$ cat config.mk
export PLATFORM = sky130hd
export DESIGN_NAME = idle_fade_level_controller_core_flat
export DESIGN_NICKNAME = d
export VERILOG_FILES = /design/src/sv/iflc_pkg.sv /design/src/sv/iflc_in_if.sv /design/src/sv/iflc_out_if.sv /design/src/sv/iflc_ctrl.sv /design/src/sv/iflc_dp.sv /design/src/sv/idle_fade_level_controller_core.sv /design/src/flat_wrapper.sv
export VERILOG_INCLUDE_DIRS = /design/src /design/src/sv
export SDC_FILE = /design/constraint.sdc
export NUM_CORES = 2
export LEC_CHECK = 0
export BUFFER_PORTS_ARGS = -buffer_cell sky130_fd_sc_hd__buf_2
export CORE_UTILIZATION = 39
export CTS_CLUSTER_DIAMETER = 80
export DETAILED_ROUTE_END_ITERATION = 7
export SYNTH_ARGS = -nofsm -noshare
export SYNTH_HDL_FRONTEND = slang
export SYNTH_SLANG_ARGS = --single-unit
$ cat constraint.sdc
create_clock -name i_clk -period 14.6 [get_ports i_clk]
set_input_delay 0.73 -clock i_clk [delete_from_list [all_inputs] [get_ports i_clk]]
set_output_delay 0.73 -clock i_clk [all_outputs]
set_load 0.05 [all_outputs]
$ cat src/sv/idle_fade_level_controller_core_defines.svh
// Assertion macros for the idle fade level controller.
// Included by the top level only; needs nothing else.
`ifndef IDLE_FADE_LEVEL_CONTROLLER_CORE_DEFINES_SVH
`define IDLE_FADE_LEVEL_CONTROLLER_CORE_DEFINES_SVH

// same-cycle implication
`define IFLC_AST_IMP(lbl, clk, rstn, ante, cons) \
    lbl: assert property (@(posedge clk) disable iff (!rstn) (ante) |-> (cons)) \
        else $error("iflc check failed");

// next-cycle implication
`define IFLC_AST_NXT(lbl, clk, rstn, ante, cons) \
    lbl: assert property (@(posedge clk) disable iff (!rstn) (ante) |=> (cons)) \
        else $error("iflc check failed");

`endif

$ cat src/sv/iflc_pkg.sv
// Shared types and constants of the idle fade level controller.
// No dependencies.
`default_nettype none

package iflc_pkg;

    localparam int CFG_IDX_W = 3;
    localparam int CFG_DATA_W = 32;

    localparam logic [CFG_IDX_W-1:0] CFG_ENABLE     = 3'd0;
    localparam logic [CFG_IDX_W-1:0] CFG_IDLE_LIMIT = 3'd1;
    localparam logic [CFG_IDX_W-1:0] CFG_FADE_STEP  = 3'd2;
    localparam logic [CFG_IDX_W-1:0] CFG_REST_LEVEL = 3'd3;
    localparam logic [CFG_IDX_W-1:0] CFG_MOTION_THR = 3'd4;

    typedef struct packed {
        logic               req_type;
        logic               activity_ok;
        logic               tracked_present;
        logic signed [31:0] pos_x;
        logic signed [31:0] pos_y;
        logic signed [31:0] pos_z;
        logic [7:0]         base_alpha;
    } t_in_item;

    typedef enum logic [3:0] {
        S_IDLE,
        S_DIFF,
        S_SQX,
        S_SQY,
        S_SQZ,
        S_UPD,
        S_FADE,
        S_EFF,
        S_EMUL,
        S_ECAP,
        S_AMUL,
        S_PUSH
    } t_state;

    typedef enum logic [2:0] {
        MUL_SQX,
        MUL_SQY,
        MUL_SQZ,
        MUL_FF,
        MUL_EASE,
        MUL_ALPHA
    } t_mul_sel;

    typedef struct packed {
        logic     load_item;
        t_mul_sel mul_sel;
        logic     sum_load;
        logic     sum_acc;
        logic     upd_track;
        logic     upd_fade;
        logic     load_eased;
        logic     load_out;
    } t_cmd;

    typedef struct packed {
        logic is_scale;
        logic enabled;
    } t_stat;

endpackage

`default_nettype wire

$ cat src/sv/iflc_in_if.sv
// Input channel of the idle fade level controller: valid, ready, request item.
// Depends on iflc_pkg.
`default_nettype none

interface iflc_in_if;
    import iflc_pkg::*;

    logic     valid;
    logic     ready;
    t_in_item payload;

    modport source (output valid, output payload, input ready);
    modport sink   (input valid, input payload, output ready);
endinterface

`default_nettype wire

$ cat src/sv/iflc_out_if.sv
// Result channel of the idle fade level controller: valid, ready, result fields.
// Level width follows the fraction width of the fade level.
`default_nettype none

interface iflc_out_if #(
    parameter int LVL_W = 17
);
    logic             valid;
    logic             ready;
    logic [LVL_W-1:0] fade_level;
    logic [LVL_W-1:0] eased_level;
    logic [7:0]       scaled_alpha;
    logic             full_visible;

    modport source (output valid, output fade_level, output eased_level,
                    output scaled_alpha, output full_visible, input ready);
    modport sink   (input valid, input fade_level, input eased_level,
                    input scaled_alpha, input full_visible, output ready);
endinterface

`default_nettype wire

$ cat src/sv/iflc_ctrl.sv
// Sequencer of the idle fade level controller: steps the shared multiplier
// through tick and easing phases and owns the channel handshakes. Uses iflc_pkg.
`default_nettype none

module iflc_ctrl (
    input  wire                  i_clk,
    input  wire                  i_rst_n,
    input  wire                  i_in_valid,
    output logic                 o_in_ready,
    output logic                 o_out_valid,
    input  wire                  i_out_ready,
    input  wire iflc_pkg::t_stat i_stat,
    output iflc_pkg::t_cmd       o_cmd
);
    import iflc_pkg::*;

    t_state r_state, n_state;
    logic   r_out_vld, n_out_vld;

    always_ff @(posedge i_clk) begin
        if (!i_rst_n) begin
            r_state   <= S_IDLE;
            r_out_vld <= 1'b0;
        end else begin
            r_state   <= n_state;
            r_out_vld <= n_out_vld;
        end
    end

    always_comb begin
        n_state   = r_state;
        n_out_vld = r_out_vld && !i_out_ready;
        o_cmd     = '0;
        o_cmd.mul_sel = MUL_ALPHA;
        o_in_ready = 1'b0;
        case (r_state)
            S_IDLE: begin
                o_in_ready = 1'b1;
                if (i_in_valid) begin
                    o_cmd.load_item = 1'b1;
                    n_state = S_DIFF;
                end
            end
            S_DIFF: begin
                n_state = i_stat.is_scale ? S_EFF : S_SQX;
            end
            S_SQX: begin
                o_cmd.mul_sel = MUL_SQX;
                n_state = S_SQY;
            end
            S_SQY: begin
                o_cmd.mul_sel  = MUL_SQY;
                o_cmd.sum_load = 1'b1;
                n_state = S_SQZ;
            end
            S_SQZ: begin
                o_cmd.mul_sel = MUL_SQZ;
                o_cmd.sum_acc = 1'b1;
                n_state = S_UPD;
            end
            S_UPD: begin
                o_cmd.upd_track = 1'b1;
                n_state = i_stat.enabled ? S_FADE : S_EFF;
            end
            S_FADE: begin
                o_cmd.upd_fade = 1'b1;
                n_state = S_EFF;
            end
            S_EFF: begin
                o_cmd.mul_sel = MUL_FF;
                n_state = S_EMUL;
            end
            S_EMUL: begin
                o_cmd.mul_sel = MUL_EASE;
                n_state = S_ECAP;
            end
            S_ECAP: begin
                o_cmd.load_eased = 1'b1;
                n_state = S_AMUL;
            end
            S_AMUL: begin
                n_state = S_PUSH;
            end
            S_PUSH: begin
                // product stays on base * eased while the result register is busy
                if (!r_out_vld || i_out_ready) begin
                    o_cmd.load_out = 1'b1;
                    n_out_vld = 1'b1;
                    n_state = S_IDLE;
                end
            end
            default: begin
                n_state = S_IDLE;
            end
        endcase
    end

    assign o_out_valid = r_out_vld;

endmodule

`default_nettype wire

$ cat src/sv/iflc_dp.sv
// Datapath of the idle fade level controller: configuration registers, tracking
// and fade state, shared multiplier and result register. Uses iflc_pkg.
`default_nettype none

module iflc_dp #(
    parameter int FRAC_BITS   = 16,
    parameter int COUNT_WIDTH = 16,
    parameter int LVL_W       = FRAC_BITS + 1
) (
    input  wire                                i_clk,
    input  wire                                i_rst_n,
    input  wire                                i_cfg_we,
    input  wire  [iflc_pkg::CFG_IDX_W-1:0]     i_cfg_idx,
    input  wire  [iflc_pkg::CFG_DATA_W-1:0]    i_cfg_data,
    input  wire  iflc_pkg::t_cmd               i_cmd,
    output iflc_pkg::t_stat                    o_stat,
    input  wire  iflc_pkg::t_in_item           i_item,
    output logic [LVL_W-1:0]                   o_fade_level,
    output logic [LVL_W-1:0]                   o_eased_level,
    output logic [7:0]                         o_scaled_alpha,
    output logic                               o_full_visible
);
    import iflc_pkg::*;

    localparam int MUL_W = (FRAC_BITS + 2 > 16) ? FRAC_BITS + 2 : 16;
    localparam int CMP_W = (COUNT_WIDTH > 16) ? COUNT_WIDTH : 16;
    localparam int SW    = (LVL_W > 16) ? LVL_W : 16;

    localparam logic [63:0] ONE64  = 64'd1 << FRAC_BITS;
    localparam logic [63:0] SMAX64 = (2 * ONE64 + 64'd2) / 64'd3;
    localparam logic [63:0] FULL64 = (64'd999 * ONE64 + 64'd999) / 64'd1000;
    localparam logic [63:0] K3_64  = 3 * ONE64;

    localparam logic [LVL_W-1:0] ONE         = ONE64[LVL_W-1:0];
    localparam logic [LVL_W-1:0] FULL_THRESH = FULL64[LVL_W-1:0];
    localparam logic [SW-1:0]    STEP_MAX    = SMAX64[SW-1:0];
    localparam logic [LVL_W:0]   K3          = K3_64[LVL_W:0];

    // configuration
    logic             r_enable;
    logic [15:0]      r_limit;
    logic [15:0]      r_step;
    logic [LVL_W-1:0] r_rest;
    logic [31:0]      r_thr;

    // state
    logic [LVL_W-1:0]       r_fade;
    logic [COUNT_WIDTH-1:0] r_count;
    logic [31:0]            r_last [3];
    logic                   r_last_vld;

    // work registers
    t_in_item           r_item;
    logic [2*MUL_W-1:0] r_prod;
    logic [33:0]        r_sum;
    logic [LVL_W-1:0]   r_eased;

    logic [LVL_W-1:0] r_o_fade;
    logic [LVL_W-1:0] r_o_eased;
    logic [7:0]       r_o_alpha;
    logic             r_o_full;

    logic [31:0]      w_pos [3];
    logic [32:0]      w_d   [3];
    logic [32:0]      w_mag [3];
    logic             w_large;
    logic [33:0]      w_sum_all;
    logic             w_tracked;
    logic             w_moved;
    logic [MUL_W-1:0] w_mul_a, w_mul_b;
    logic [LVL_W-1:0] w_f2;
    logic [LVL_W:0]   w_k;
    logic [LVL_W:0]   w_e_raw;
    logic [LVL_W-1:0] w_rest_c;
    logic [LVL_W-1:0] w_target;
    logic [SW-1:0]    w_step_ext;
    logic [LVL_W-1:0] w_step;
    logic [LVL_W-1:0] w_fade_nxt;
    logic             w_full;

    always_ff @(posedge i_clk) begin
        if (!i_rst_n) begin
            r_enable <= 1'b1;
            r_limit  <= 16'd240;
            r_step   <= 16'd1820;
            r_rest   <= '0;
            r_thr    <= 32'd16384;
        end else if (i_cfg_we) begin
            case (i_cfg_idx)
                CFG_ENABLE:     r_enable <= i_cfg_data[0];
                CFG_IDLE_LIMIT: r_limit  <= i_cfg_data[15:0];
                CFG_FADE_STEP:  r_step   <= i_cfg_data[15:0];
                CFG_REST_LEVEL: r_rest   <= i_cfg_data[LVL_W-1:0];
                CFG_MOTION_THR: r_thr    <= i_cfg_data[31:0];
                default: ;
            endcase
        end
    end

    // position deltas against the stored position
    always_comb begin
        w_pos[0] = r_item.pos_x;
        w_pos[1] = r_item.pos_y;
        w_pos[2] = r_item.pos_z;
        w_large  = 1'b0;
        for (int i = 0; i < 3; i++) begin
            w_d[i]   = {w_pos[i][31], w_pos[i]} - {r_last[i][31], r_last[i]};
            w_mag[i] = w_d[i][32] ? (~w_d[i] + 33'd1) : w_d[i];
            w_large  = w_large | (|w_mag[i][32:16]);
        end
    end

    assign w_sum_all = r_sum + {2'b00, r_prod[31:0]};
    assign w_tracked = r_item.activity_ok && r_item.tracked_present;
    assign w_moved   = w_tracked && r_last_vld && (w_large || (w_sum_all > {2'b00, r_thr}));

    // shared multiplier operands
    assign w_f2 = r_prod[FRAC_BITS +: LVL_W];
    assign w_k  = K3 - {r_fade, 1'b0};

    always_comb begin
        case (i_cmd.mul_sel)
            MUL_SQX: begin
                w_mul_a = MUL_W'(w_mag[0][15:0]);
                w_mul_b = MUL_W'(w_mag[0][15:0]);
            end
            MUL_SQY: begin
                w_mul_a = MUL_W'(w_mag[1][15:0]);
                w_mul_b = MUL_W'(w_mag[1][15:0]);
            end
            MUL_SQZ: begin
                w_mul_a = MUL_W'(w_mag[2][15:0]);
                w_mul_b = MUL_W'(w_mag[2][15:0]);
            end
            MUL_FF: begin
                w_mul_a = MUL_W'(r_fade);
                w_mul_b = MUL_W'(r_fade);
            end
            MUL_EASE: begin
                w_mul_a = MUL_W'(w_f2);
                w_mul_b = MUL_W'(w_k);
            end
            MUL_ALPHA: begin
                w_mul_a = MUL_W'(r_item.base_alpha);
                w_mul_b = MUL_W'(r_eased);
            end
            default: begin
                w_mul_a = '0;
                w_mul_b = '0;
            end
        endcase
    end

    assign w_e_raw = r_prod[FRAC_BITS +: LVL_W+1];

    // slew toward the target level
    always_comb begin
        w_rest_c   = (r_rest > ONE) ? ONE : r_rest;
        w_target   = (CMP_W'(r_count) >= CMP_W'(r_limit)) ? w_rest_c : ONE;
        w_step_ext = SW'(r_step);
        if (r_step == 16'd0) begin
            w_step = LVL_W'(1);
        end else if (w_step_ext > STEP_MAX) begin
            w_step = STEP_MAX[LVL_W-1:0];
        end else begin
            w_step = w_step_ext[LVL_W-1:0];
        end
        if (r_fade < w_target) begin
            w_fade_nxt = ((w_target - r_fade) < w_step) ? w_target : r_fade + w_step;
        end else if (r_fade > w_target) begin
            w_fade_nxt = ((r_fade - w_target) < w_step) ? w_target : r_fade - w_step;
        end else begin
            w_fade_nxt = r_fade;
        end
    end

    assign w_full = !r_enable || (r_eased >= FULL_THRESH);

    always_ff @(posedge i_clk) begin
        if (!i_rst_n) begin
            r_fade     <= ONE;
            r_count    <= '0;
            r_last_vld <= 1'b0;
        end else begin
            if (i_cmd.upd_track) begin
                if (!r_enable) begin
                    r_fade     <= ONE;
                    r_count    <= '0;
                    r_last_vld <= 1'b0;
                end else begin
                    r_last_vld <= w_tracked;
                    if (!r_item.activity_ok || w_moved) begin
                        r_count <= '0;
                    end else if (r_count != '1) begin
                        r_count <= r_count + 1'b1;
                    end
                end
            end
            if (i_cmd.upd_fade) begin
                r_fade <= w_fade_nxt;
            end
        end
    end

    always_ff @(posedge i_clk) begin
        r_prod <= w_mul_a * w_mul_b;
        if (i_cmd.load_item) begin
            r_item <= i_item;
        end
        if (i_cmd.sum_load) begin
            r_sum <= {2'b00, r_prod[31:0]};
        end else if (i_cmd.sum_acc) begin
            r_sum <= w_sum_all;
        end
        if (i_cmd.upd_track && r_enable && w_tracked) begin
            for (int i = 0; i < 3; i++) begin
                r_last[i] <= w_pos[i];
            end
        end
        if (i_cmd.load_eased) begin
            r_eased <= (w_e_raw > {1'b0, ONE}) ? ONE : w_e_raw[LVL_W-1:0];
        end
        if (i_cmd.load_out) begin
            r_o_fade  <= r_fade;
            r_o_eased <= r_eased;
            r_o_full  <= w_full;
            r_o_alpha <= w_full ? r_item.base_alpha : r_prod[FRAC_BITS +: 8];
        end
    end

    assign o_stat.is_scale = r_item.req_type;
    assign o_stat.enabled  = r_enable;

    assign o_fade_level   = r_o_fade;
    assign o_eased_level  = r_o_eased;
    assign o_scaled_alpha = r_o_alpha;
    assign o_full_visible = r_o_full;

endmodule

`default_nettype wire

$ cat src/sv/idle_fade_level_controller_core.sv
// Idle fade level controller, top level: sequencer plus datapath.
// Tick request: delta squares, tracking update, fade slew (skipped when disabled),
// easing, alpha scaling; a scale request skips to easing. One request at a time.
// The single shared multiplier steps squares and easing; a full result register stalls.
// Synchronous active-low reset: fade full, idle count zero, tracking invalid,
// registers at defaults; no clearing pass.
`default_nettype none
`include "idle_fade_level_controller_core_defines.svh"

module idle_fade_level_controller_core #(
    parameter int FRAC_BITS   = 16,
    parameter int COUNT_WIDTH = 16
) (
    input  wire                             i_clk,
    input  wire                             i_rst_n,
    iflc_in_if.sink                         i_in,
    iflc_out_if.source                      o_out,
    input  wire                             i_cfg_we,
    input  wire [iflc_pkg::CFG_IDX_W-1:0]   i_cfg_idx,
    input  wire [iflc_pkg::CFG_DATA_W-1:0]  i_cfg_data
);
    import iflc_pkg::*;

    localparam int LVL_W = FRAC_BITS + 1;
    localparam logic [LVL_W-1:0] LVL_ONE = LVL_W'(1) << FRAC_BITS;

    t_cmd  w_cmd;
    t_stat w_stat;

    iflc_ctrl u_ctrl (
        .i_clk       (i_clk),
        .i_rst_n     (i_rst_n),
        .i_in_valid  (i_in.valid),
        .o_in_ready  (i_in.ready),
        .o_out_valid (o_out.valid),
        .i_out_ready (o_out.ready),
        .i_stat      (w_stat),
        .o_cmd       (w_cmd)
    );

    iflc_dp #(
        .FRAC_BITS   (FRAC_BITS),
        .COUNT_WIDTH (COUNT_WIDTH),
        .LVL_W       (LVL_W)
    ) u_dp (
        .i_clk          (i_clk),
        .i_rst_n        (i_rst_n),
        .i_cfg_we       (i_cfg_we),
        .i_cfg_idx      (i_cfg_idx),
        .i_cfg_data     (i_cfg_data),
        .i_cmd          (w_cmd),
        .o_stat         (w_stat),
        .i_item         (i_in.payload),
        .o_fade_level   (o_out.fade_level),
        .o_eased_level  (o_out.eased_level),
        .o_scaled_alpha (o_out.scaled_alpha),
        .o_full_visible (o_out.full_visible)
    );

    // one transaction in flight: no second acceptance right after one
    `IFLC_AST_NXT(a_single_item, i_clk, i_rst_n, i_in.valid && i_in.ready, !i_in.ready)
    // levels never exceed full scale
    `IFLC_AST_IMP(a_level_range, i_clk, i_rst_n, o_out.valid, (o_out.fade_level <= LVL_ONE) && (o_out.eased_level <= LVL_ONE))
    // a full eased level is always reported fully visible
    `IFLC_AST_IMP(a_full_flag, i_clk, i_rst_n, o_out.valid && (o_out.eased_level == LVL_ONE), o_out.full_visible)

endmodule

`default_nettype wire

$ cat src/flat_wrapper.sv
// flat-port wrapper written by rule: the top's interface ports become plain ports
module idle_fade_level_controller_core_flat import iflc_pkg::*;
#(
    parameter int FRAC_BITS   = 16,
    parameter int COUNT_WIDTH = 16
)
  (i_clk, i_rst_n, i_cfg_we, i_cfg_idx, i_cfg_data, i_in_valid, i_in_payload, i_in_ready, o_out_valid, o_out_fade_level, o_out_eased_level, o_out_scaled_alpha, o_out_full_visible, o_out_ready);
  iflc_in_if i_in_i ();
  iflc_out_if #(.LVL_W(((16) + 1))) o_out_i ();
  input  wire i_clk;
  input  wire i_rst_n;
  input  wire i_cfg_we;
  input  wire [iflc_pkg::CFG_IDX_W-1:0] i_cfg_idx;
  input  wire [iflc_pkg::CFG_DATA_W-1:0] i_cfg_data;
  input wire logic [$bits(i_in_i.valid)-1:0] i_in_valid;
  input wire logic [$bits(i_in_i.payload)-1:0] i_in_payload;
  output wire logic [$bits(i_in_i.ready)-1:0] i_in_ready;
  output wire logic [$bits(o_out_i.valid)-1:0] o_out_valid;
  output wire logic [$bits(o_out_i.fade_level)-1:0] o_out_fade_level;
  output wire logic [$bits(o_out_i.eased_level)-1:0] o_out_eased_level;
  output wire logic [$bits(o_out_i.scaled_alpha)-1:0] o_out_scaled_alpha;
  output wire logic [$bits(o_out_i.full_visible)-1:0] o_out_full_visible;
  input wire logic [$bits(o_out_i.ready)-1:0] o_out_ready;
  assign i_in_i.valid = i_in_valid;
  assign i_in_i.payload = i_in_payload;
  assign i_in_ready = i_in_i.ready;
  assign o_out_valid = o_out_i.valid;
  assign o_out_fade_level = o_out_i.fade_level;
  assign o_out_eased_level = o_out_i.eased_level;
  assign o_out_scaled_alpha = o_out_i.scaled_alpha;
  assign o_out_full_visible = o_out_i.full_visible;
  assign o_out_i.ready = o_out_ready;
  idle_fade_level_controller_core #(.FRAC_BITS(FRAC_BITS), .COUNT_WIDTH(COUNT_WIDTH)) u_core (.i_clk(i_clk), .i_rst_n(i_rst_n), .i_in(i_in_i), .o_out(o_out_i), .i_cfg_we(i_cfg_we), .i_cfg_idx(i_cfg_idx), .i_cfg_data(i_cfg_data));
endmodule
==> impl_metrics.env <==
export IMPL_ys_seq_elements=452
export IMPL_die_y_um=329
export IMPL_post_cts_buffers=0
export IMPL_post_cts_resized=0
export IMPL_critPathMaxFanout=18
export IMPL_p_int_uw=5030
export IMPL_ys_flop_type="edfxtp_1"
export IMPL_final_util=0.436
export IMPL_clockPowerShare=0.163
export IMPL_drive_gt1_frac=0.0890
export IMPL_routed_wl_mm=122
export IMPL_max_stage_delay_ns=0.64
export IMPL_ctsLongestPathBuffers=3
export IMPL_placed_cells=6164
export IMPL_die_width_um=329
export IMPL_grt_setup_unrepaired="false"
export IMPL_antennaDiodeCount=0
export IMPL_syn_cell_area_mm2=0.0418
export IMPL_cts_clk_slew_worst_paths_ns=0.06
export IMPL_cp_top_family="compound AO/OA/AOI/OAI gates"
export IMPL_finalClockSkew_ns=0.0246
export IMPL_crit_top_cell="fa_1"
export IMPL_final_max_slew_viol_count=0
export IMPL_critical_path_buf_inv_count=5
export IMPL_gp_congestion=0.899
export IMPL_synth_nets=5486
export IMPL_nNetsFinal=5607
export IMPL_drt_iter0_drc=2782
export IMPL_core_region_area_mm2=0.106
export IMPL_failed_checks="DRC"
export IMPL_cts_root_buf="clkbuf_16"
export IMPL_setup_viol=0
export IMPL_critPathCaptureType="register"
export IMPL_crit_arrival_ns=12.28
export IMPL_drv_cap=0
export IMPL_tightest_slew_ns=1.26
export IMPL_seq_power_share=0.185
export IMPL_cts_tree="yes"
export IMPL_post_route_min_period_ns=11.69
export IMPL_switchingPower_uw=4250
export IMPL_layout_common_cells="643 x nand2_1, 560 x inv_1, 382 x ha_1, 295 x edfxtp_1, 249 x a21oi_1"
export IMPL_p_comb_frac=0.653
export IMPL_grt_antenna_before_repair=5
export IMPL_start_util=0.395
export IMPL_dieArea_mm2=0.108
export IMPL_crit_type="register to register"
export IMPL_ys_warn_count=0
export IMPL_relSlewSlack=0.158
export IMPL_drt_pass1_iterations=7
export IMPL_yosysSeqAreaShare=0.287
export IMPL_grt_pass1_vias=33300
export IMPL_cellLeakagePower_uw=0.0200
export IMPL_area_growth_pct=10.4
export IMPL_fin_tns_setup_ns=0
export IMPL_worstPathRequired_ns=15.19
export IMPL_route_detailed_drc=8
export IMPL_yosysUniqueCellTypes=104
export IMPL_vias_per_cell=5.45
export IMPL_startpoint_type="register"
export IMPL_ctsHoldBuffers=0
export IMPL_avgSynthCellArea_um2=8.86
export IMPL_outcome="finished with violations"
export IMPL_vias=34200
export IMPL_layout_commonest_cell="nand2_1"
export IMPL_grt_ovfl_total=0
export IMPL_wl_per_cell_um=19.5
export IMPL_peakVddDrop_v=0.000398
export IMPL_cts_sinks=452
export IMPL_hpwl_mm=97.5
export IMPL_grt_pass1_wl_mm=191
export IMPL_p_per_area_mw_per_mm2=201
export IMPL_hold_viol=0
export IMPL_netlist_instances=4711
export IMPL_final_cells=6269
export IMPL_critPathSlowestCell="a221o_1"
export IMPL_clock_fmax_mhz=85.5
export IMPL_clock_latency_ns=0.66
export IMPL_grt_max_degree=68
export IMPL_grtUsageTotal=0.225
export IMPL_rows=119
export IMPL_portBuffers=191
export IMPL_io_pins=192
export IMPL_synth_edf_count=295
export IMPL_cts_buffers=57
export IMPL_ant_nets=0
export IMPL_hold_class="primary input to register"
export IMPL_async_flop_share=0
export IMPL_fin_crit_sh=0.801
export IMPL_htreeDepth=2
export IMPL_switching_share=0.458
[cells in the mapped netlist (32+ instances only)]
| master | n | share of area |
|---|---|---|
| inv_1 | 560 | 0.050 |
| xnor2_1 | 127 | 0.027 |
| nor2_1 | 234 | 0.021 |
| a21oi_1 | 249 | 0.030 |
| edfxtp_1 | 295 | 0.21 |
| a21boi_0 | 80 | 0.014 |
| xor2_1 | 77 | 0.016 |
| a21o_1 | 130 | 0.023 |
| o21a_1 | 38 | 0.0068 |
| nand3_1 | 96 | 0.012 |
| nand2b_1 | 34 | 0.0051 |
| nor4_1 | 38 | 0.0057 |
| clkbuf_1 | 138 | 0.012 |
| o211ai_1 | 32 | 0.0058 |
| nand2_1 | 644 | 0.058 |
| and3_1 | 45 | 0.0067 |
| nand4_1 | 52 | 0.0078 |
| o21ai_0 | 187 | 0.022 |
| nor3_1 | 112 | 0.013 |
| and2_1 | 144 | 0.022 |
| fa_1 | 246 | 0.12 |
| dfxtp_1 | 157 | 0.075 |
| a211oi_1 | 47 | 0.0085 |
| ha_1 | 382 | 0.11 |
| nor2b_1 | 64 | 0.0096 |
[layer usage]
layer	global-route usage	wire [µm]
met1	0.295	54000
met3	0.0231	5480
met4	0.100	5850
met2	0.374	57200
met5	0	19
[cell type report]
type,instances,area (µm²)
flip-flops and latches,452,12000
clock inverters,33,422
inverters,560,2100
repair buffers,227,1230
well taps,1391,1740
fillers,10400,59600
clock buffers,72,1570
multi-input cells,3534,27000
[per-stage QoR]
step	instance area (µm²)	hold slack [ns]	power, µW	worst slack, ns
2_1_floorplan	41800	0.426	6280	4.42
3_3_place_gp	44100	0.436	7670	3.14
3_5_place_dp	44100	0.438	7780	3.02
4_1_cts	46100	0.193	9350	2.93
5_1_grt	46100	0.211	10200	1.93
6_report	46100	0.240	9280	2.91
[power groups by stage]
stage,logic (µW),clock network [µW],registers [µW]
floorplan,4600,0,1680
global placement,5930,0,1740
detailed placement,6040,0,1740
CTS,6090,1550,1710
global route,6890,1590,1720
finish,6050,1510,1710
[cells by family (layout without fill, tap and decap cells)]
| group | Yosys count | count (layout) | share of synthesized area |
|---|---|---|---|
| adder cells (fa/ha/maj) | 628 | 628 | 0.232 |
| buffers and inverters | 725 | 892 | 0.0663 |
| flip-flops | 452 | 452 | 0.287 |
| multiplexers | 41 | 41 | 0.0108 |
| XOR/XNOR | 204 | 204 | 0.0428 |
| AND/OR/NAND/NOR | 1585 | 1585 | 0.183 |
| AO/OA/AOI/OAI | 1076 | 1076 | 0.177 |
[path summary, 6_finish.rpt]
path	endpoint	start	slack, ns	cells past startpoint
worst max-delay path	u_core.u_dp.r_prod[33]	u_core.u_dp.r_item[40]	2.91	41
worst min-delay path	u_core.u_dp.r_item[12]	i_in_payload[12]	0.24	1
worst max register to register	u_core.u_dp.r_prod[33]	u_core.u_dp.r_item[40]	2.91	41
worst min register to register	u_core.u_dp.r_last[0][32]	u_core.u_dp.r_item[40]	0.46	0
[registers in the layout, summed over array words and instances (netlist names), 17 cells and up]
| signal | count |
|---|---|
| u_core.u_dp.r_rest | 17 |
| u_core.u_dp.r_thr | 32 |
| u_core.u_dp.r_sum | 34 |
| u_core.u_dp.r_eased | 17 |
| u_core.u_dp.r_prod | 34 |
| u_core.u_dp.r_fade | 17 |
| u_core.u_dp.r_last | 96 |
| u_core.u_dp.o_fade_level | 17 |
| u_core.u_dp.r_item | 106 |
| u_core.u_dp.o_eased_level | 17 |
[worst register-to-register path: cells and delay by family, from the launching register on]
family                     cells  cell delay [ns]
AOI/OAI and AO/OA             19             5.35
adders and majority gates      9             3.98
and+or+nand+nor                6             1.42
DFF                            1             0.38
buffers and inverters          5             0.28
xor gates and xnor gates       2             0.21
(Power assumes the default switching activity.)
